[config.mk]
export PLATFORM = sky130hd
export DESIGN_NAME = sorted_breakpoint_blend_weight_top
export DESIGN_NICKNAME = d
export VERILOG_FILES = /design/src/hdl/sbbw_pkg.sv /design/src/hdl/sbbw_alu.sv /design/src/hdl/sbbw_mem.sv /design/src/hdl/sorted_breakpoint_blend_weight_top.sv
export SDC_FILE = /design/constraint.sdc
export NUM_CORES = 1
export LEC_CHECK = 0
export BUFFER_PORTS_ARGS = -buffer_cell sky130_fd_sc_hd__buf_2
export CAP_MARGIN = 30
export CORE_MARGIN = 2
export CORE_UTILIZATION = 47
export CTS_BUF_LIST = sky130_fd_sc_hd__clkbuf_2 sky130_fd_sc_hd__clkbuf_4 sky130_fd_sc_hd__clkbuf_8
export CTS_CLUSTER_SIZE = 10
export DETAILED_ROUTE_END_ITERATION = 7
export GPL_TIMING_DRIVEN = 1
export PLACE_DENSITY_LB_ADDON = 0.08
export SLEW_MARGIN = 30
export SYNTH_ARGS = -nofsm -noshare
export SYNTH_HDL_FRONTEND = slang
export SYNTH_HIERARCHICAL = 1
export SYNTH_SLANG_ARGS = --single-unit
[constraint.sdc]
create_clock -name clk -period 11.54 [get_ports clk]
set_input_delay 1.731 -clock clk [delete_from_list [all_inputs] [get_ports clk]]
set_output_delay 1.731 -clock clk [all_outputs]
set_load 0.005 [all_outputs]
[src/hdl/sbbw_pkg.sv]
// Shared types, codes and helpers for the sorted breakpoint blend weight block.
// Depends on nothing; every other file of the block imports it.
`timescale 1ns / 1ps

package sbbw_pkg;

	localparam int DEPTH_DEF = 16;
	localparam int ALU_W     = 18;

	localparam logic [16:0] ALPHA_HALF = 17'd32768;
	localparam logic [16:0] ALPHA_ONE  = 17'd65536;
	localparam logic [4:0]  DIV_LAST   = 5'd16;

	typedef enum logic [2:0] {
		OP_ADD     = 3'd0,
		OP_CLEAR   = 3'd1,
		OP_READ    = 3'd2,
		OP_SETPOS  = 3'd3,
		OP_SETCLIP = 3'd4,
		OP_REMOVE  = 3'd5,
		OP_QUERY   = 3'd6
	} op_t;

	localparam logic [2:0] ST_OK      = 3'd0;
	localparam logic [2:0] ST_BAD_IDX = 3'd1;
	localparam logic [2:0] ST_NO_CLIP = 3'd2;
	localparam logic [2:0] ST_FULL    = 3'd3;
	localparam logic [2:0] ST_EMPTY   = 3'd4;

	typedef enum logic [3:0] {
		S_IDLE,
		S_DECODE,
		S_READ_WAIT,
		S_SP_CLIP,
		S_RM_RD,
		S_RM_WR,
		S_INS_RD,
		S_INS_CMP,
		S_Q_FIRST,
		S_Q_LAST,
		S_Q_SCAN,
		S_Q_DEN,
		S_Q_NUM,
		S_Q_DIV
	} state_t;

	typedef struct packed {
		logic [2:0]         op;
		logic [3:0]         entry_index;
		logic signed [15:0] position;
		logic [15:0]        clip_id;
	} cmd_t;

	typedef struct packed {
		logic [2:0]         status;
		logic [3:0]         index_a;
		logic [3:0]         index_b;
		logic [15:0]        clip_a;
		logic [15:0]        clip_b;
		logic [16:0]        alpha;
		logic [15:0]        dominant_clip;
		logic signed [15:0] read_position;
		logic [15:0]        read_clip;
		logic [4:0]         sample_count;
	} res_t;

	typedef struct packed {
		logic pos;
		logic clip;
	} mem_we_t;

	typedef struct packed {
		logic [ALU_W-1:0] diff;
		logic             neg;
		logic             zero;
	} alu_res_t;

	function automatic logic signed [ALU_W-1:0] sext_pos(input logic [15:0] v);
		sext_pos = {{(ALU_W - 16){v[15]}}, v};
	endfunction

	function automatic logic signed [ALU_W-1:0] zext_rem(input logic [16:0] v);
		zext_rem = {{(ALU_W - 17){1'b0}}, v};
	endfunction

endpackage

[src/hdl/sbbw_alu.sv]
// Shared subtract unit: one wide subtraction with sign and zero flags.
// Depends on sbbw_pkg for the operand width and the result struct.
`timescale 1ns / 1ps

module sbbw_alu (
	input  logic signed [sbbw_pkg::ALU_W-1:0] a,
	input  logic signed [sbbw_pkg::ALU_W-1:0] b,
	output sbbw_pkg::alu_res_t                r
);
	import sbbw_pkg::*;

	logic signed [ALU_W-1:0] diff;

	assign diff   = a - b;
	assign r.diff = diff;
	assign r.neg  = diff[ALU_W-1];
	assign r.zero = (diff == '0);

endmodule

[src/hdl/sbbw_mem.sv]
// Sample store: position and clip arrays with one write port and one
// registered read port. Depends on sbbw_pkg for the write enable struct.
`timescale 1ns / 1ps

module sbbw_mem #(
	parameter int DEPTH = sbbw_pkg::DEPTH_DEF,
	parameter int AW    = $clog2(DEPTH)
) (
	input  logic              clk,
	input  sbbw_pkg::mem_we_t we,
	input  logic [AW-1:0]     waddr,
	input  logic [15:0]       wpos,
	input  logic [15:0]       wclip,
	input  logic [AW-1:0]     raddr,
	output logic [15:0]       rpos,
	output logic [15:0]       rclip
);
	import sbbw_pkg::*;

	logic [15:0] pos_mem  [DEPTH];
	logic [15:0] clip_mem [DEPTH];

	always_ff @(posedge clk) begin
		if (we.pos) begin
			pos_mem[waddr] <= wpos;
		end
		if (we.clip) begin
			clip_mem[waddr] <= wclip;
		end
		rpos  <= pos_mem[raddr];
		rclip <= clip_mem[raddr];
	end

endmodule

[src/hdl/sorted_breakpoint_blend_weight_top.sv]
// Add shifts each entry above the new position up by one and then writes the new sample;
// remove shifts the entries above it down by one; set position is a remove then an insert;
// query scans for the bracketing pair and then runs the 17-step divide.
// One command at a time: busy is high from the accepting edge until the result strobe.
// The result shows for one cycle on done/result; the receiver cannot stall it.
// Reset (arst_n low, asynchronous) empties the table; the sample store itself is not cleared.
`timescale 1ns / 1ps

module sorted_breakpoint_blend_weight_top #(
	parameter int DEPTH = sbbw_pkg::DEPTH_DEF
) (
	input  logic           clk,
	input  logic           arst_n,
	input  logic           start,
	output logic           busy,
	input  sbbw_pkg::cmd_t cmd,
	output logic           done,
	output sbbw_pkg::res_t result
);
	import sbbw_pkg::*;

	// Address width, count width, and a width that holds both a count and an
	// entry index for range checks.
	localparam int AW = $clog2(DEPTH);
	localparam int CW = $clog2(DEPTH + 1);
	localparam int IW = (CW > 4) ? CW : 4;

	state_t state_q, state_d;

	// Latched command.
	logic [2:0]         op_q;
	logic [3:0]         idx_q;
	logic signed [15:0] p_q;
	logic [15:0]        clip_q;

	// Table bookkeeping and the walking pointer used by every shift and scan.
	logic [CW-1:0] cnt_q, cnt_d;
	logic [CW-1:0] j_q;
	logic [CW-1:0] jm1, jp1;

	// Query segment and divider registers.
	logic [15:0] lo_q, clo_q, hi_q, chi_q, den_q;
	logic [16:0] rem_q, quo_q, trial;
	logic [4:0]  step_q;

	logic done_q;
	res_t res_q, res_d;
	logic fin;

	// Store and shared unit connections.
	mem_we_t       we;
	logic [AW-1:0] waddr, raddr;
	logic [15:0]   wpos, wclip, rpos, rclip;
	logic signed [ALU_W-1:0] alu_a, alu_b;
	alu_res_t      alu_r;

	logic accept;
	logic bad_idx, full, tie_up, move, p_le, qbit, last_step;
	logic [16:0] alpha_d;

	assign accept = start && !busy;
	assign busy   = (state_q != S_IDLE);
	assign done   = done_q;
	assign result = res_q;

	assign jm1 = j_q - CW'(1);
	assign jp1 = j_q + CW'(1);

	assign bad_idx = (IW'(idx_q) >= IW'(cnt_q));
	assign full    = (cnt_q == CW'(DEPTH));

	// A moved sample keeps its place among equal positions by its former index,
	// so during a set-position insert equals at or above that index move up.
	assign tie_up = (op_q == OP_SETPOS) && (IW'(jm1) >= IW'(idx_q));
	assign move   = alu_r.neg || (alu_r.zero && tie_up);

	// The compare states all form parameter minus stored position.
	assign p_le = alu_r.neg || alu_r.zero;

	// Restoring division: the first step compares the difference itself (the
	// quotient can reach one), later steps shift the remainder left first.
	assign trial     = (step_q == '0) ? rem_q : {rem_q[15:0], 1'b0};
	assign qbit      = !alu_r.neg;
	assign last_step = (step_q == DIV_LAST);
	assign alpha_d   = {quo_q[15:0], qbit};

	sbbw_mem #(
		.DEPTH(DEPTH),
		.AW   (AW)
	) u_mem (
		.clk  (clk),
		.we   (we),
		.waddr(waddr),
		.wpos (wpos),
		.wclip(wclip),
		.raddr(raddr),
		.rpos (rpos),
		.rclip(rclip)
	);

	sbbw_alu u_alu (
		.a(alu_a),
		.b(alu_b),
		.r(alu_r)
	);

	// Operand selection for the one shared subtractor.
	always_comb begin
		alu_a = '0;
		alu_b = '0;
		unique case (state_q)
			S_INS_CMP, S_Q_FIRST, S_Q_LAST, S_Q_SCAN: begin
				alu_a = sext_pos(p_q);
				alu_b = sext_pos(rpos);
			end
			S_Q_DEN: begin
				alu_a = sext_pos(hi_q);
				alu_b = sext_pos(lo_q);
			end
			S_Q_NUM: begin
				alu_a = sext_pos(p_q);
				alu_b = sext_pos(lo_q);
			end
			S_Q_DIV: begin
				alu_a = zext_rem(trial);
				alu_b = zext_rem({1'b0, den_q});
			end
			default: ;
		endcase
	end

	// Next state.
	always_comb begin
		state_d = state_q;
		unique case (state_q)
			S_IDLE: begin
				if (accept) begin
					state_d = S_DECODE;
				end
			end
			S_DECODE: begin
				state_d = S_IDLE;
				unique case (op_q)
					OP_ADD: begin
						if (clip_q != '0 && !full) begin
							state_d = S_INS_RD;
						end
					end
					OP_READ: begin
						if (!bad_idx) begin
							state_d = S_READ_WAIT;
						end
					end
					OP_SETPOS: begin
						if (!bad_idx) begin
							state_d = S_SP_CLIP;
						end
					end
					OP_REMOVE: begin
						if (!bad_idx) begin
							state_d = S_RM_RD;
						end
					end
					OP_QUERY: begin
						if (cnt_q != '0) begin
							state_d = S_Q_FIRST;
						end
					end
					default: ;
				endcase
			end
			S_READ_WAIT: state_d = S_IDLE;
			S_SP_CLIP:   state_d = S_RM_RD;
			S_RM_RD: begin
				if (jp1 == cnt_q) begin
					state_d = (op_q == OP_SETPOS) ? S_INS_RD : S_IDLE;
				end else begin
					state_d = S_RM_WR;
				end
			end
			S_RM_WR:  state_d = S_RM_RD;
			S_INS_RD: state_d = (j_q == '0) ? S_IDLE : S_INS_CMP;
			S_INS_CMP: state_d = move ? S_INS_RD : S_IDLE;
			S_Q_FIRST: state_d = p_le ? S_IDLE : S_Q_LAST;
			S_Q_LAST:  state_d = alu_r.neg ? S_Q_SCAN : S_IDLE;
			S_Q_SCAN:  state_d = p_le ? S_Q_DEN : S_Q_SCAN;
			S_Q_DEN:   state_d = S_Q_NUM;
			S_Q_NUM:   state_d = S_Q_DIV;
			S_Q_DIV:   state_d = last_step ? S_IDLE : S_Q_DIV;
			default:   state_d = S_IDLE;
		endcase
	end

	// Store control, count update and the result word.
	always_comb begin
		we    = '0;
		waddr = AW'(j_q);
		wpos  = rpos;
		wclip = rclip;
		raddr = '0;
		cnt_d = cnt_q;
		fin   = 1'b0;
		res_d = '0;
		unique case (state_q)
			S_DECODE: begin
				unique case (op_q)
					OP_ADD: begin
						if (clip_q == '0) begin
							fin          = 1'b1;
							res_d.status = ST_NO_CLIP;
						end else if (full) begin
							fin          = 1'b1;
							res_d.status = ST_FULL;
						end
					end
					OP_CLEAR: begin
						cnt_d = '0;
						fin   = 1'b1;
					end
					OP_READ, OP_SETPOS, OP_REMOVE: begin
						raddr = AW'(idx_q);
						if (bad_idx) begin
							fin          = 1'b1;
							res_d.status = ST_BAD_IDX;
						end
					end
					OP_SETCLIP: begin
						fin = 1'b1;
						if (bad_idx) begin
							res_d.status = ST_BAD_IDX;
						end else if (clip_q == '0) begin
							res_d.status = ST_NO_CLIP;
						end else begin
							we.clip = 1'b1;
							waddr   = AW'(idx_q);
							wclip   = clip_q;
						end
					end
					OP_QUERY: begin
						if (cnt_q == '0) begin
							fin          = 1'b1;
							res_d.status = ST_EMPTY;
						end
					end
					default: fin = 1'b1;
				endcase
			end
			S_READ_WAIT: begin
				fin                 = 1'b1;
				res_d.read_position = rpos;
				res_d.read_clip     = rclip;
			end
			S_RM_RD: begin
				raddr = AW'(jp1);
				if (jp1 == cnt_q) begin
					cnt_d = cnt_q - CW'(1);
					fin   = (op_q == OP_REMOVE);
				end
			end
			S_RM_WR: begin
				we = '{pos: 1'b1, clip: 1'b1};
			end
			S_INS_RD: begin
				raddr = AW'(jm1);
				if (j_q == '0) begin
					we    = '{pos: 1'b1, clip: 1'b1};
					wpos  = p_q;
					wclip = clip_q;
					cnt_d = cnt_q + CW'(1);
					fin   = 1'b1;
				end
			end
			S_INS_CMP: begin
				we = '{pos: 1'b1, clip: 1'b1};
				if (!move) begin
					wpos  = p_q;
					wclip = clip_q;
					cnt_d = cnt_q + CW'(1);
					fin   = 1'b1;
				end
			end
			S_Q_FIRST: begin
				raddr = AW'(cnt_q - CW'(1));
				if (p_le) begin
					fin                 = 1'b1;
					res_d.clip_a        = rclip;
					res_d.clip_b        = rclip;
					res_d.dominant_clip = rclip;
				end
			end
			S_Q_LAST: begin
				raddr = AW'(1);
				if (!alu_r.neg) begin
					fin                 = 1'b1;
					res_d.index_a       = 4'(cnt_q - CW'(1));
					res_d.index_b       = 4'(cnt_q - CW'(1));
					res_d.clip_a        = rclip;
					res_d.clip_b        = rclip;
					res_d.dominant_clip = rclip;
				end
			end
			S_Q_SCAN: begin
				raddr = AW'(jp1);
			end
			S_Q_DIV: begin
				if (last_step) begin
					fin                 = 1'b1;
					res_d.index_a       = 4'(jm1);
					res_d.index_b       = 4'(j_q);
					res_d.clip_a        = clo_q;
					res_d.clip_b        = chi_q;
					res_d.alpha         = alpha_d;
					res_d.dominant_clip = (alpha_d <= ALPHA_HALF) ? clo_q : chi_q;
				end
			end
			default: ;
		endcase
		res_d.sample_count = 5'(cnt_d);
	end

	// Control registers.
	always_ff @(posedge clk or negedge arst_n) begin
		if (!arst_n) begin
			state_q <= S_IDLE;
			cnt_q   <= '0;
			done_q  <= 1'b0;
		end else begin
			state_q <= state_d;
			cnt_q   <= cnt_d;
			done_q  <= fin;
		end
	end

	// Datapath registers.
	always_ff @(posedge clk) begin
		if (fin) begin
			res_q <= res_d;
		end
		unique case (state_q)
			S_IDLE: begin
				if (accept) begin
					op_q   <= cmd.op;
					idx_q  <= cmd.entry_index;
					p_q    <= cmd.position;
					clip_q <= cmd.clip_id;
				end
			end
			S_DECODE: begin
				j_q <= (op_q == OP_ADD) ? cnt_q : CW'(idx_q);
			end
			S_SP_CLIP: begin
				clip_q <= rclip;
			end
			S_RM_RD: begin
				if (jp1 == cnt_q) begin
					j_q <= cnt_q - CW'(1);
				end
			end
			S_RM_WR: begin
				j_q <= jp1;
			end
			S_INS_CMP: begin
				if (move) begin
					j_q <= jm1;
				end
			end
			S_Q_FIRST: begin
				lo_q  <= rpos;
				clo_q <= rclip;
			end
			S_Q_LAST: begin
				j_q <= CW'(1);
			end
			S_Q_SCAN: begin
				if (p_le) begin
					hi_q  <= rpos;
					chi_q <= rclip;
				end else begin
					lo_q  <= rpos;
					clo_q <= rclip;
					j_q   <= jp1;
				end
			end
			S_Q_DEN: begin
				den_q <= alu_r.diff[15:0];
			end
			S_Q_NUM: begin
				rem_q  <= alu_r.diff[16:0];
				quo_q  <= '0;
				step_q <= '0;
			end
			S_Q_DIV: begin
				rem_q  <= qbit ? alu_r.diff[16:0] : trial;
				quo_q  <= alpha_d;
				step_q <= step_q + 5'd1;
			end
			default: ;
		endcase
	end

`ifndef SYNTH
	a_done_after_work: assert property (@(posedge clk) disable iff (!arst_n)
		done |-> $past(busy))
		else $error("result strobe without a command in progress");

	a_accept_busy: assert property (@(posedge clk) disable iff (!arst_n)
		accept |=> busy)
		else $error("command transfer did not raise busy");

	a_count_bound: assert property (@(posedge clk) disable iff (!arst_n)
		IW'(cnt_q) <= IW'(DEPTH))
		else $error("sample count above table depth");

	a_alpha_bound: assert property (@(posedge clk) disable iff (!arst_n)
		done |-> (result.alpha <= ALPHA_ONE))
		else $error("blend weight above one");

	a_bracket_adjacent: assert property (@(posedge clk) disable iff (!arst_n)
		(done && (result.index_a != result.index_b))
			|-> (result.index_b == result.index_a + 4'd1))
		else $error("bracketing indices not adjacent");
`endif

endmodule

== Yosys cells after proc, flatten, opt, wreduce, memory -nomap -nowiden ==
Memories as Yosys holds them, arrays and structs flattened. A register that Yosys moved wholly into a read port is not among the register bits.
Cells that the tools add are included.
Cells by class
  order comparisons: 3
  muxes and demuxes: 92
  add/sub/neg operators: 6
  reduce and logical (&&, ||, !) cells: 36
  eq/ne operators: 26
Operator list (count)
  2-to-1 mux 16 bit: 13
  case mux 16 bit (2 select lines): 5
  case mux 18 bit (3 select lines): 2
  case mux 16 bit (3 select lines): 2
  case mux 32 bit (3 select lines): 1
  2-to-1 mux 73 bit: 1
  case mux 4 bit (12 select lines): 1
  2-to-1 mux 4 bit: 10
  2-to-1 mux 40 bit: 1
  2-to-1 mux 5 bit: 8
  case mux 4 bit (5 select lines): 2
  2-to-1 mux 17 bit: 2
  case mux 17 bit (2 select lines): 1
  2-to-1 mux 32 bit: 1
  case mux 5 bit (6 select lines): 1
  equality test 4 bit (second input constant): 6
  2-to-1 mux 3 bit: 7
  case mux 5 bit (4 select lines): 1
  2-to-1 mux 1 bit: 19
  zero test 18 bit: 1
  subtractor 18 bit: 1
  <= comparator 17 x 16 -> 1 bit (second input constant): 1
  equality test 4 x 3 -> 1 bit (second input constant): 4
  zero test 16 bit: 1
  other kinds (36): 71
Word-level totals
  memories: 2
  memory bits (writable): 512
  output and inout bits: 115
  bits of input ports: 42
  word-level logic and storage cells: 191
  flip-flop bits (word level): 285
Memories
  u_mem.clip_mem: depth 16, bits a word 16, rd ports 1, clocked after Yosys merged registers in 1, write ports 1, RTL line sbbw_mem.sv:21  | logic [15:0] clip_mem [DEPTH];
  u_mem.pos_mem: depth 16, bits a word 16, rd ports 1, clocked after Yosys merged registers in 1, write ports 1, RTL line sbbw_mem.sv:20  | logic [15:0] pos_mem [DEPTH];

== Logic depth before layout (Yosys ltp) ==
  word-level depth: 9
  depth in mapped cells: 27
  gate-level depth less buffers: 23

== Hierarchy ==
The synthesis kept the hierarchy.
Modules (own cells, without submodules)
  sbbw_mem: cells an instance 862, instances 1, area an instance 19937.9 µm²
  sorted_breakpoint_blend_weight_top: cells an instance 1079, instances 1, area an instance 13275.2 µm²
  sbbw_alu: cells an instance 146, instances 1, area an instance 1032.2 µm²

== Worst setup path before layout ==
OpenSTA, ideal clock, no wires.
  kind: flip-flop to flip-flop
  from: reg state_q[3]
  to: reg res_q, in the netlist result[0], enable pin
  library setup time: 1534 ps
  slack: 1689 ps
  path buffers: 4
  clock period less this slack: 9851 ps
  required time: 10006 ps
  arrival time: 8317 ps
  cell stages (with the launch flop): 25
  path through: dfrtp_1 > buf_4 > nor2b_1 > and2_1 > a21o_1 > buf_4 > a32oi_1 > nand2_1 > inv_1 > ha_1 > inv_1 > fa_1 > a211oi_1 > o21ai_1 > nand3_1 > a21boi_1 > o21ai_0 > o31a_1 > or4_1 > nor4_2 > nand3_2 > o21ai_2 > buf_6 > buf_6 > nand4_1
RTL lines
  from (decl): RTL line sorted_breakpoint_blend_weight_top.sv:28  | state_t state_q, state_d;
  from (signal assigned): RTL line sorted_breakpoint_blend_weight_top.sv:328  | state_q <= state_d;
  to (signal assigned): RTL line sorted_breakpoint_blend_weight_top.sv:337  | res_q <= res_d;
  to (decl): RTL line sorted_breakpoint_blend_weight_top.sv:47  | res_t res_q, res_d;

==> out/metrics.csv <==
metric,value,unit
status,completed,
slew_headroom,0.323,
hold_viol_final,0,
n_fill_cell,5801,
post-route-period-util,0.684,
finalSetupTns,0,ns
worstSkewPairLatency,0.80,ns
syn_to_final_growth,14.8,%
worst_pin_slew,1.02,ns
hp-start,u_mem/rpos[9],
cts-hold-fix-buffers,0,
crit_fanout,60,
cts_buffers,141,
p_leak,13.5,nW
power.share.clock,0.231,
drt_first_pass_iters,7,
synth_cells,2086,
ys_warn_count,6,
final_common_cell,edfxtp_1,
viasPerCell,5.73,
place_inst,3158,
switching_share,0.358,
avgSynthCellArea,16.4,sq um
grt_pass1_wl,126000,um
grt_max_degree,66,
rows,98,
setup_viol,0,
die_w,274,um
routed_wl,86000,um
num-nets-final,2427,
setup.worst_path.start,state_q[2],
endpoint_kind,flop,
cts_max_level,4,
post-cts-setup-buffer-count,0,
p_switching,0.00404,W
grt_setup_unrepaired,false,
antenna_found_initial,1,
drt-wirelength-per-cell,25.2,um
final_cell_mix,"787 x edfxtp_1, 201 x nand2_1, 156 x buf_2, 149 x clkbuf_8, 128 x mux4_2",
cts_tree,yes,
cap_violations,0,
start_util,0.476,
chipHeight,274,um
pin_count,157,
dieArea,75000,sq um
core_area,71900,sq um
total_power,0.0113,W
drt_iter0_drc,2088,
hp-class,reg -> reg,
clkSlewWorstSetupHoldPaths,0.06,ns
clock-sinks,829,
power_density,286,nW/um^2
cts_buffer_depth,3,
grt_usage,0.231,
drc_errors,0,
final_cells,3419,
syn_area,34200,sq um
cp_data_arrival_time,8.29,ns
cp.required,11.94,ns
dp_hpwl,52600,um
cts_root_buffer,clkbuf_8,
skew,0.0384,ns
postCtsResizedCells,0,
drv_slew,0,
irDropWorstVdd,0.000349,V
hold_slack,0.536,ns
postRouteAntennaNets,0,
port_buffers,156,
r2r_start,state_q[2],
num_vias,19599,
max_freq,127,MHz
final_layout_size_suffix_gt1_frac,0.289,
internal-power,0.00723,W
power_frac_comb,0.353,
period_minus_slack,7.89,ns
start_kind,flop,
synth_nets,2162,
gp_congestion,0.906,
grt.overflow.total,0,
p_seq_frac,0.416,
path_class,reg -> reg,
grt_pass1_vias,19553,
-- critical path, cell delays in order (launching register included) --
cell and delay [ns]:
dfrtp_1 0.32, buf_4 0.38, nor2b_1 0.51, nand3_1 0.36
nand2_1 0.60, a21o_1 0.51, a32oi_1 0.10, nand2_1 0.10
inv_1 0.04, ha_1 0.20, inv_1 0.07, fa_1 0.22
a211oi_1 0.12, o21ai_1 0.28, nand3_1 0.12, a21boi_1 0.27
o21ai_0 0.16, o31a_1 0.16, or4_1 0.57, nor4_2 0.67
nor2_1 0.24, a21oi_4 0.53, nor4_1 0.13, nand4_1 0.13
buf_4 0.63
-- metal layers --
metal	wire length, um	vias to the layer above	global-route usage
met4	1930	0	0.0731
li1	-	8708	-
met1	37100	9976	0.328
met2	40300	782	0.359
met3	6690	133	0.0514
met5	0	-	0
-- power groups by stage --
stage	logic, W	registers, W	clock network (W)
detailed placement	0.00394	0.00474	0
global placement	0.00389	0.00473	0
global route	0.00433	0.00473	0.00280
floorplan	0.00266	0.00462	0
finish	0.00397	0.00469	0.00261
CTS	0.00395	0.00469	0.00267
-- per-stage QoR --
step,setup WS (ns),util,instance area (sq um)
after floorplan,1.69,-,34200
after detailed placement,3.41,0.507,36400
after global routing,2.98,0.547,39300
after global placement,3.74,0.506,36400
final,3.65,0.547,39300
after CTS,3.41,0.546,39200
-- path summary, 6_finish.rpt --
kind / endpoint / slack [ns] / cells past startpoint
setup / recovery: result[111] / 3.65 / 24
hold / removal: lo_q[9] / 0.54 / 0
setup reg to reg: result[111] / 3.65 / 24
hold reg to reg: lo_q[9] / 0.54 / 0
max in group asynchronous: cnt_q[4] / 10.44 / 1
min in group asynchronous: cnt_q[0] / 0.84 / 1
-- final cells by class --
cell class              count  area [sq um]  area share
flip-flops and latches    829         24500       0.624
inverters                  80           300     0.00764
diodes                      2          5.00    0.000127
clock inverters            53           353     0.00897
clock buffers             206          2480      0.0630
multi-input cells        1067          9100       0.231
repair buffers            232          1380      0.0350
well taps                 950          1190      0.0302
-- flip-flops by register name (all words and copies together) (netlist names), 3 cells and up --
| name | flops |
|---|---|
| p_q | 16 |
| cnt_q | 5 |
| u_mem/rpos | 16 |
| u_mem/pos_mem | 256 |
| u_mem/rclip | 16 |
| hi_q | 16 |
| state_q | 4 |
| den_q | 16 |
| op_q | 3 |
| idx_q | 4 |
| j_q | 5 |
| quo_q | 16 |
| lo_q | 16 |
| clip_q | 16 |
| u_mem/clip_mem | 256 |
| rem_q | 17 |
| step_q | 5 |
| chi_q | 16 |
| clo_q | 16 |
| result | 113 |
(Power assumes the default switching activity.)
